==> config.mk <==
export PLATFORM = sky130hd
export DESIGN_NAME = signed_decimal_add_sub
export DESIGN_NICKNAME = d
export VERILOG_FILES = /design/src/hdl/sdas_pkg.sv /design/src/hdl/signed_decimal_add_sub.sv /design/src/hdl/sdas_front.sv /design/src/hdl/sdas_queue.sv /design/src/hdl/sdas_back.sv
export SDC_FILE = /design/constraint.sdc
export NUM_CORES = 1
export LEC_CHECK = 0
export BUFFER_PORTS_ARGS = -buffer_cell sky130_fd_sc_hd__buf_2
export CORE_UTILIZATION = 50
export DETAILED_ROUTE_END_ITERATION = 7
export HOLD_SLACK_MARGIN = 0.03
export PLACE_DENSITY = 0.77
export SLEW_MARGIN = 20
export SYNTH_ARGS = -nofsm -noshare
export SYNTH_HDL_FRONTEND = slang
export SYNTH_SLANG_ARGS = --single-unit
==> constraint.sdc <==
create_clock -name clk_i -period 7.5 [get_ports clk_i]
set_input_delay 0.375 -clock clk_i [delete_from_list [all_inputs] [get_ports clk_i]]
set_output_delay 0.375 -clock clk_i [all_outputs]
set_load 0.05 [all_outputs]
==> src/hdl/sdas_pkg.sv <==
// ----------------------------------------------------------------------------
// sdas_pkg
// Shared types and constants for the sign-magnitude BCD adder/subtractor.
// ----------------------------------------------------------------------------
package sdas_pkg;

  localparam int NumDigits = 16;              // used BCD digits, 1..16
  localparam int DigitsW   = 64;              // packed digit field width
  localparam int QDepth    = 2;               // front-to-back queue depth
  localparam int QPtrW     = (QDepth > 1) ? $clog2(QDepth) : 1;
  localparam int QCntW     = $clog2(QDepth + 1);

  // ones over the used nibbles
  localparam logic [DigitsW-1:0] DigitMask =
    (NumDigits >= 16) ? {DigitsW{1'b1}}
                      : DigitsW'((65'(1) << (4 * NumDigits)) - 65'(1));
  // +6 in every used nibble, the decimal pre-bias for binary add
  localparam logic [DigitsW-1:0] Bias6 = 64'h6666_6666_6666_6666 & DigitMask;

  typedef enum logic [1:0] {
    StatusOk       = 2'd0,
    StatusOverflow = 2'd1,
    StatusInvalid  = 2'd2
  } status_e;

  typedef struct packed {
    logic               req_type;
    logic [DigitsW-1:0] a_digits;
    logic               a_sign;
    logic [DigitsW-1:0] b_digits;
    logic               b_sign;
  } req_t;

  typedef struct packed {
    logic [DigitsW-1:0] sum_digits;
    logic               sum_sign;
    status_e            status;
  } res_t;

  // classified item, front to back
  typedef struct packed {
    logic               invalid;
    logic               op_sub;   // magnitudes are subtracted
    logic               sign;     // sign of the result when ok
    logic [DigitsW-1:0] mag_hi;   // larger magnitude on subtract
    logic [DigitsW-1:0] mag_lo;
  } cls_t;

endpackage

==> src/hdl/signed_decimal_add_sub.sv <==
// ----------------------------------------------------------------------------
// signed_decimal_add_sub
// Sign-magnitude BCD adder/subtractor: front classifier, queue, back unit.
// ----------------------------------------------------------------------------
//  channel  | handshake          | payload
//  ---------+--------------------+------------------------------------
//  request  | start, busy        | req_i  (sdas_pkg::req_t)
//  result   | done_o (strobe)    | res_o  (sdas_pkg::res_t)
//
//  One item per cycle; after its transfer, each item is registered in the
//  queue by the front classify, then in the back add/subtract register.
//  The back unit drains the queue every cycle, so busy stays low in use.
//  Reset clears queue pointers, count and result strobe, not the data registers.
//  The receiver cannot stall: each result is shown for one cycle only.
// ----------------------------------------------------------------------------
module signed_decimal_add_sub (
  input  logic           clk_i,
  input  logic           rst_ni,
  input  logic           start,
  output logic           busy,
  input  sdas_pkg::req_t req_i,
  output logic           done_o,
  output sdas_pkg::res_t res_o
);

  sdas_pkg::cls_t cls_in, cls_out;
  logic           q_empty, q_full;

  sdas_front u_front (
    .req_i (req_i),
    .cls_o (cls_in)
  );

  sdas_queue u_queue (
    .clk_i   (clk_i),
    .rst_ni  (rst_ni),
    .push_i  (start),
    .data_i  (cls_in),
    .pop_i   (!q_empty),
    .empty_o (q_empty),
    .full_o  (q_full),
    .data_o  (cls_out)
  );

  sdas_back u_back (
    .clk_i   (clk_i),
    .rst_ni  (rst_ni),
    .valid_i (!q_empty),
    .cls_i   (cls_out),
    .done_o  (done_o),
    .res_o   (res_o)
  );

  assign busy = q_full;

  // result strobe follows each transfer via the queue and back registers
  assert property (@(posedge clk_i) disable iff (!rst_ni)
    start && !busy |=> ##1 done_o)
    else $error("result strobe missing two cycles after transfer");

  // error results carry a zero magnitude and sign
  assert property (@(posedge clk_i) disable iff (!rst_ni)
    done_o && (res_o.status == sdas_pkg::StatusOverflow ||
               res_o.status == sdas_pkg::StatusInvalid)
    |-> res_o.sum_digits == '0 && !res_o.sum_sign)
    else $error("error result with nonzero payload");

  // no strobe without a queued item the cycle before
  assert property (@(posedge clk_i) disable iff (!rst_ni)
    done_o |-> $past(!q_empty))
    else $error("result strobe without queued item");

  // back drains every cycle, so the queue never fills
  assert property (@(posedge clk_i) disable iff (!rst_ni) !q_full)
    else $error("queue filled");

endmodule

==> src/hdl/sdas_front.sv <==
// ----------------------------------------------------------------------------
// sdas_front
// Classifies a request: digit check, effective sign, magnitude order.
// ----------------------------------------------------------------------------
module sdas_front (
  input  sdas_pkg::req_t req_i,
  output sdas_pkg::cls_t cls_o
);

  logic [sdas_pkg::DigitsW-1:0] a_m, b_m;
  logic                         b_eff;
  logic                         bad;
  logic                         a_lt;

  assign a_m   = req_i.a_digits & sdas_pkg::DigitMask;
  assign b_m   = req_i.b_digits & sdas_pkg::DigitMask;
  assign b_eff = req_i.b_sign ^ req_i.req_type;
  // nibble-wise compare from the top equals a plain unsigned compare
  assign a_lt  = a_m < b_m;

  always_comb begin
    bad = 1'b0;
    for (int i = 0; i < sdas_pkg::NumDigits; i++) begin
      if (a_m[4*i +: 4] > 4'd9 || b_m[4*i +: 4] > 4'd9) begin
        bad = 1'b1;
      end
    end
  end

  always_comb begin
    cls_o.invalid = bad;
    cls_o.op_sub  = req_i.a_sign ^ b_eff;
    if (cls_o.op_sub && a_lt) begin
      cls_o.sign   = b_eff;
      cls_o.mag_hi = b_m;
      cls_o.mag_lo = a_m;
    end else begin
      cls_o.sign   = req_i.a_sign;
      cls_o.mag_hi = a_m;
      cls_o.mag_lo = b_m;
    end
  end

endmodule

==> src/hdl/sdas_queue.sv <==
// ----------------------------------------------------------------------------
// sdas_queue
// Short register queue of classified items between front and back.
// ----------------------------------------------------------------------------
module sdas_queue (
  input  logic           clk_i,
  input  logic           rst_ni,
  input  logic           push_i,
  input  sdas_pkg::cls_t data_i,
  input  logic           pop_i,
  output logic           empty_o,
  output logic           full_o,
  output sdas_pkg::cls_t data_o
);

  sdas_pkg::cls_t                  mem_q [sdas_pkg::QDepth];
  logic [sdas_pkg::QPtrW-1:0]      wr_ptr_q, wr_ptr_d, rd_ptr_q, rd_ptr_d;
  logic [sdas_pkg::QCntW-1:0]      cnt_q, cnt_d;
  logic                            do_push, do_pop;

  assign empty_o = (cnt_q == '0);
  assign full_o  = (cnt_q == sdas_pkg::QCntW'(sdas_pkg::QDepth));
  assign data_o  = mem_q[rd_ptr_q];
  assign do_push = push_i && !full_o;
  assign do_pop  = pop_i && !empty_o;

  always_comb begin
    wr_ptr_d = wr_ptr_q;
    rd_ptr_d = rd_ptr_q;
    cnt_d    = cnt_q;
    if (do_push) begin
      wr_ptr_d = (wr_ptr_q == sdas_pkg::QPtrW'(sdas_pkg::QDepth - 1)) ? '0
                                                                       : wr_ptr_q + 1'b1;
    end
    if (do_pop) begin
      rd_ptr_d = (rd_ptr_q == sdas_pkg::QPtrW'(sdas_pkg::QDepth - 1)) ? '0
                                                                       : rd_ptr_q + 1'b1;
    end
    if (do_push && !do_pop) begin
      cnt_d = cnt_q + 1'b1;
    end else if (!do_push && do_pop) begin
      cnt_d = cnt_q - 1'b1;
    end
  end

  always_ff @(posedge clk_i or negedge rst_ni) begin
    if (!rst_ni) begin
      wr_ptr_q <= '0;
      rd_ptr_q <= '0;
      cnt_q    <= '0;
    end else begin
      wr_ptr_q <= wr_ptr_d;
      rd_ptr_q <= rd_ptr_d;
      cnt_q    <= cnt_d;
    end
  end

  always_ff @(posedge clk_i) begin
    if (do_push) begin
      mem_q[wr_ptr_q] <= data_i;
    end
  end

endmodule

==> src/hdl/sdas_back.sv <==
// ----------------------------------------------------------------------------
// sdas_back
// Decimal add or subtract of a classified item, registered result.
// ----------------------------------------------------------------------------
module sdas_back (
  input  logic           clk_i,
  input  logic           rst_ni,
  input  logic           valid_i,
  input  sdas_pkg::cls_t cls_i,
  output logic           done_o,
  output sdas_pkg::res_t res_o
);

  localparam int W = sdas_pkg::DigitsW;

  logic [W:0]   sum, dif, cy, bw;
  logic [W-1:0] add_dig, sub_dig;
  logic         ovf;
  logic         done_q;
  sdas_pkg::res_t res_q, res_d;

  // binary add with +6 per nibble: nibble carries are the decimal carries
  assign sum = {1'b0, cls_i.mag_hi} + {1'b0, cls_i.mag_lo} + {1'b0, sdas_pkg::Bias6};
  assign cy  = sum ^ {1'b0, cls_i.mag_hi ^ cls_i.mag_lo ^ sdas_pkg::Bias6};
  assign dif = {1'b0, cls_i.mag_hi} - {1'b0, cls_i.mag_lo};
  assign bw  = dif ^ {1'b0, cls_i.mag_hi ^ cls_i.mag_lo};
  assign ovf = cy[4*sdas_pkg::NumDigits];

  // nibbles without a carry out drop the bias; borrowing nibbles wrap by ten
  always_comb begin
    for (int i = 0; i < W / 4; i++) begin
      add_dig[4*i +: 4] = cy[4*i+4] ? sum[4*i +: 4] : sum[4*i +: 4] - 4'd6;
      sub_dig[4*i +: 4] = bw[4*i+4] ? dif[4*i +: 4] - 4'd6 : dif[4*i +: 4];
    end
  end

  always_comb begin
    res_d.sum_digits = '0;
    res_d.sum_sign   = 1'b0;
    res_d.status     = sdas_pkg::StatusOk;
    if (cls_i.invalid) begin
      res_d.status = sdas_pkg::StatusInvalid;
    end else if (cls_i.op_sub) begin
      res_d.sum_digits = sub_dig & sdas_pkg::DigitMask;
      res_d.sum_sign   = cls_i.sign;
    end else if (ovf) begin
      res_d.status = sdas_pkg::StatusOverflow;
    end else begin
      res_d.sum_digits = add_dig & sdas_pkg::DigitMask;
      res_d.sum_sign   = cls_i.sign;
    end
  end

  always_ff @(posedge clk_i or negedge rst_ni) begin
    if (!rst_ni) begin
      done_q <= 1'b0;
    end else begin
      done_q <= valid_i;
    end
  end

  always_ff @(posedge clk_i) begin
    if (valid_i) begin
      res_q <= res_d;
    end
  end

  assign done_o = done_q;
  assign res_o  = res_q;

endmodule

==> flow_summary.json <==
{
  "run_status": "finished, final reports clean",
  "worst_setup_path_class": "reg -> reg",
  "floorplan.rows": 83,
  "gr-usage-all-layers_pct": 27.44,
  "end_kind": "flip-flop",
  "dieWidth_um": 230.5,
  "core_area_um2": 51410,
  "timing.setup.tns_ps": 0,
  "worst-r2r-cell-count": 20,
  "syn_avg_cell_area_um2": 10.34,
  "place_area_um2": 27820,
  "synth.largest_area_cell": "sky130_fd_sc_hd__edfxtp_1",
  "min_period_over_period_pct": 85.23,
  "postSynth.topFlopCell": "sky130_fd_sc_hd__edfxtp_1",
  "synthesis.instances": 2524,
  "routed_wire_length_per_instance_um": 21.70,
  "floorplan.die_area_um2": 53110,
  "cp_max_fo": 28,
  "tritoncts_buffers": 35,
  "drive_gt1_share_pct": 17.14,
  "synth_nets": 2945,
  "finalNetCount": 3125,
  "synthDistinctLibCells": 83,
  "min_period_ps": 6392,
  "cts_sinks": 334,
  "postLayoutCoreUtil_pct": 56.71,
  "chipHeight_um": 230.5,
  "cts_buffer_depth": 3,
  "async_reset_ff_share_pct": 1.497,
  "synth.top_cells.by_area": "sky130_fd_sc_hd__edfxtp_1 38%, sky130_fd_sc_hd__ha_1 14%, sky130_fd_sc_hd__mux2_2 7.0%, sky130_fd_sc_hd__xnor2_1 5.3%, sky130_fd_sc_hd__mux2i_1 5.0%",
  "netlist_area_um2": 26100,
  "drt-total-wl_um": 74150,
  "critical_path_at_ps": 6700,
  "clk_root_buffer_cell": "sky130_fd_sc_hd__clkbuf_16",
  "cpPeakStageDelay_ps": 740,
  "relative_slew_slack_pct": 34.91,
  "portBuffers": 202,
  "post_cts.resized_instances": 0,
  "synthMostInstantiatedCell": "sky130_fd_sc_hd__edfxtp_1",
  "setup-violations-final": 0,
  "place.detailed.hpwl_um": 59090,
  "rsz0062_at_grt": "no",
  "finClkSkew_ps": 23.56,
  "ant_nets": 0,
  "timing.critical_path.mode_cell": "sky130_fd_sc_hd__ha_1",
  "initial_core_util_pct": 50.76,
  "seq_total_area_yosys_pct": 38.34,
  "clock_latency_on_the_worst_skew_pair_ps": 560,
  "areaGrowthSynthToFinish_pct": 11.71,
  "final_hold_violation_count": 0,
  "hold_path.startpoint": "req_i[57]",
  "first_pass_iters": 5,
  "number_of_enable_flip_flop_cells_after_synthesis": 329,
  "crit-reg2reg-launch": "u_queue.rd_ptr_q$_DFFE_PN0P_",
  "vias_per_cell": 6.016,
  "cts_tree": "built",
  "globalRoute.totalOverflow": 0,
  "synth_top_area_share_pct": 37.86,
  "slew_viol_final": 0,
  "timing.fmax_ghz": 0.1564,
  "grt_first_pass_wirelength_um": 112800,
  "ys_warn_count": 0,
  "timing.critical_path.slowest_stage_cell": "sky130_fd_sc_hd__dfrtp_4",
  "postCtsSetupBuffers": 0,
  "fin_area_um2": 29150,
  "dr_total_vias": 20560,
  "yosys_register_bits": 334,
  "synth_commonest_cells": "329 x sky130_fd_sc_hd__edfxtp_1, 286 x sky130_fd_sc_hd__ha_1, 254 x sky130_fd_sc_hd__inv_1, 184 x sky130_fd_sc_hd__a21oi_1, 162 x sky130_fd_sc_hd__mux2_2",
  "cap_violations": 0,
  "cts-htree-levels": 2,
  "hold_path_class": "in -> reg",
  "first_iter_violations": 2007,
  "gp_congestion": 0.9518,
  "clk_transition_reported_paths_ps": 60,
  "worst-slew-pin-transition_ps": 966.1,
  "drc": 0,
  "whs_path_depth": 2,
  "start_point_of_the_critical_path": "u_queue.rd_ptr_q$_DFFE_PN0P_",
  "critical_path_required_ps": 7810,
  "grt_start_max_net_pins": 72,
  "number_of_global_route_vias_before_repair": 19250,
  "top_level_ports": 203,
  "worstSetupStartpointType": "flip-flop",
  "critical_path.cell_chain": "buf_4 -> mux2_2 -> ha_1 -> inv_1 -> ha_1 -> and3b_1 -> a311oi_1 -> o21a_1 -> o31a_1 -> o41ai_2 -> nand3_1 -> a21oi_1 -> a21bo_2 -> a21o_1 -> a21oi_1 -> xnor2_1 -> ha_1 -> xor2_1 -> or4_1 -> a32o_1",
  "initial_antenna_violation_count": 6,
  "cts_hold_buffers": 1
}
==> cell usage in the layout (no fill, tap or decap), types with 7 or more instances in the layout <==
| master | instances |
|---|---|
| sky130_fd_sc_hd__bufinv_16 | 10 |
| sky130_fd_sc_hd__nor4_1 | 12 |
| sky130_fd_sc_hd__nor2b_1 | 41 |
| sky130_fd_sc_hd__or3_1 | 9 |
| sky130_fd_sc_hd__o31ai_1 | 12 |
| sky130_fd_sc_hd__o211ai_1 | 13 |
| sky130_fd_sc_hd__and3_1 | 9 |
| sky130_fd_sc_hd__mux2i_1 | 129 |
| sky130_fd_sc_hd__mux2_2 | 162 |
| sky130_fd_sc_hd__ha_1 | 286 |
| sky130_fd_sc_hd__nand4_1 | 42 |
| sky130_fd_sc_hd__buf_4 | 16 |
| sky130_fd_sc_hd__a211oi_1 | 19 |
| sky130_fd_sc_hd__nand2b_1 | 34 |
| sky130_fd_sc_hd__edfxtp_1 | 329 |
| sky130_fd_sc_hd__a21o_1 | 54 |
| sky130_fd_sc_hd__xor2_1 | 46 |
| sky130_fd_sc_hd__nand3_1 | 38 |
| sky130_fd_sc_hd__a21oi_1 | 184 |
| sky130_fd_sc_hd__nor3_1 | 30 |
| sky130_fd_sc_hd__a211o_1 | 7 |
| sky130_fd_sc_hd__xnor2_1 | 159 |
| sky130_fd_sc_hd__a221oi_1 | 8 |
| sky130_fd_sc_hd__o21ai_0 | 112 |
| sky130_fd_sc_hd__o22ai_1 | 37 |
| sky130_fd_sc_hd__a31oi_1 | 17 |
| sky130_fd_sc_hd__nor2_1 | 120 |
| sky130_fd_sc_hd__nand2_1 | 101 |
| sky130_fd_sc_hd__o21a_1 | 14 |
| sky130_fd_sc_hd__clkbuf_16 | 36 |
| sky130_fd_sc_hd__a22oi_1 | 13 |
| sky130_fd_sc_hd__inv_1 | 253 |
| sky130_fd_sc_hd__o21bai_1 | 30 |
| sky130_fd_sc_hd__and2_1 | 11 |
| sky130_fd_sc_hd__buf_2 | 202 |
==> layer usage <==
layer | track usage, % | wire length (um)
met4 | 6.747 | 1578
met5 | 0 | 0
met1 | 44.64 | 37060
met3 | 3.471 | 6064
met2 | 37.60 | 29450
==> worst paths after layout <==
check / end / slack, ps
setup / recovery: u_back.res_o[66]$_SDFFCE_PP0P_ / 1110
hold / removal: u_queue.mem_q[0][56]$_DFFE_PP_ / 190
setup reg to reg: u_back.res_o[66]$_SDFFCE_PP0P_ / 1110
hold reg to reg: u_queue.cnt_q[1]$_DFFE_PN0P_ / 500
max in group asynchronous: u_queue.rd_ptr_q$_DFFE_PN0P_ / 7020
min in group asynchronous: u_queue.wr_ptr_q$_DFFE_PN0P_ / 230
==> layout make-up <==
cell class | count | area (um2)
Clock buffer | 41 | 919.6
Tap cell | 680 | 850.8
Antenna cell | 6 | 15.01
Timing Repair Buffer | 220 | 1161
Fill cell | 4343 | 22250
Clock inverter | 23 | 382.9
Sequential cell | 334 | 10010
Inverter | 254 | 953.4
Multi-Input combinational cell | 1859 | 14860
==> worst max-delay path: cells and delay by family (launching register included) <==
kind | cells | cell delay [ps]
compound gates | 9 | 2500
fa+ha+maj | 3 | 980
xor+xnor | 2 | 310
flops | 1 | 740
simple gates | 3 | 820
mux | 1 | 390
buf+inv | 2 | 390
==> logic make-up after synthesis <==
| logic type | after synthesis | synth area share, % |
|---|---|---|
| flops | 334 | 38.34 |
| compound gates | 592 | 14.66 |
| mux | 292 | 11.98 |
| xor+xnor | 208 | 7.115 |
| simple gates | 480 | 9.297 |
| buf+inv | 331 | 4.819 |
| fa+ha+maj | 287 | 13.79 |
==> registers in the layout, indices dropped and copies added, names as in the netlist <==
name,flops
u_back.res_o,67
u_back.done_o,1
u_queue.rd_ptr_q,1
u_queue.mem_q,262
u_queue.cnt_q,2
u_queue.wr_ptr_q,1
==> metrics by stage <==
stage	setup WS, ps	hold slack (ps)	instances
2_1_floorplan	804.3	79.41	2524
3_3_place_gp	1318	249.0	3346
3_5_place_dp	1181	254.6	3346
4_1_cts	1137	171.6	3411
5_1_grt	810.6	190.2	3417
6_report	1108	189.8	3417
Power is left out: the tool's default activity adds up to more than one toggle a clock period on the data nets, which glitch-free logic cannot reach.
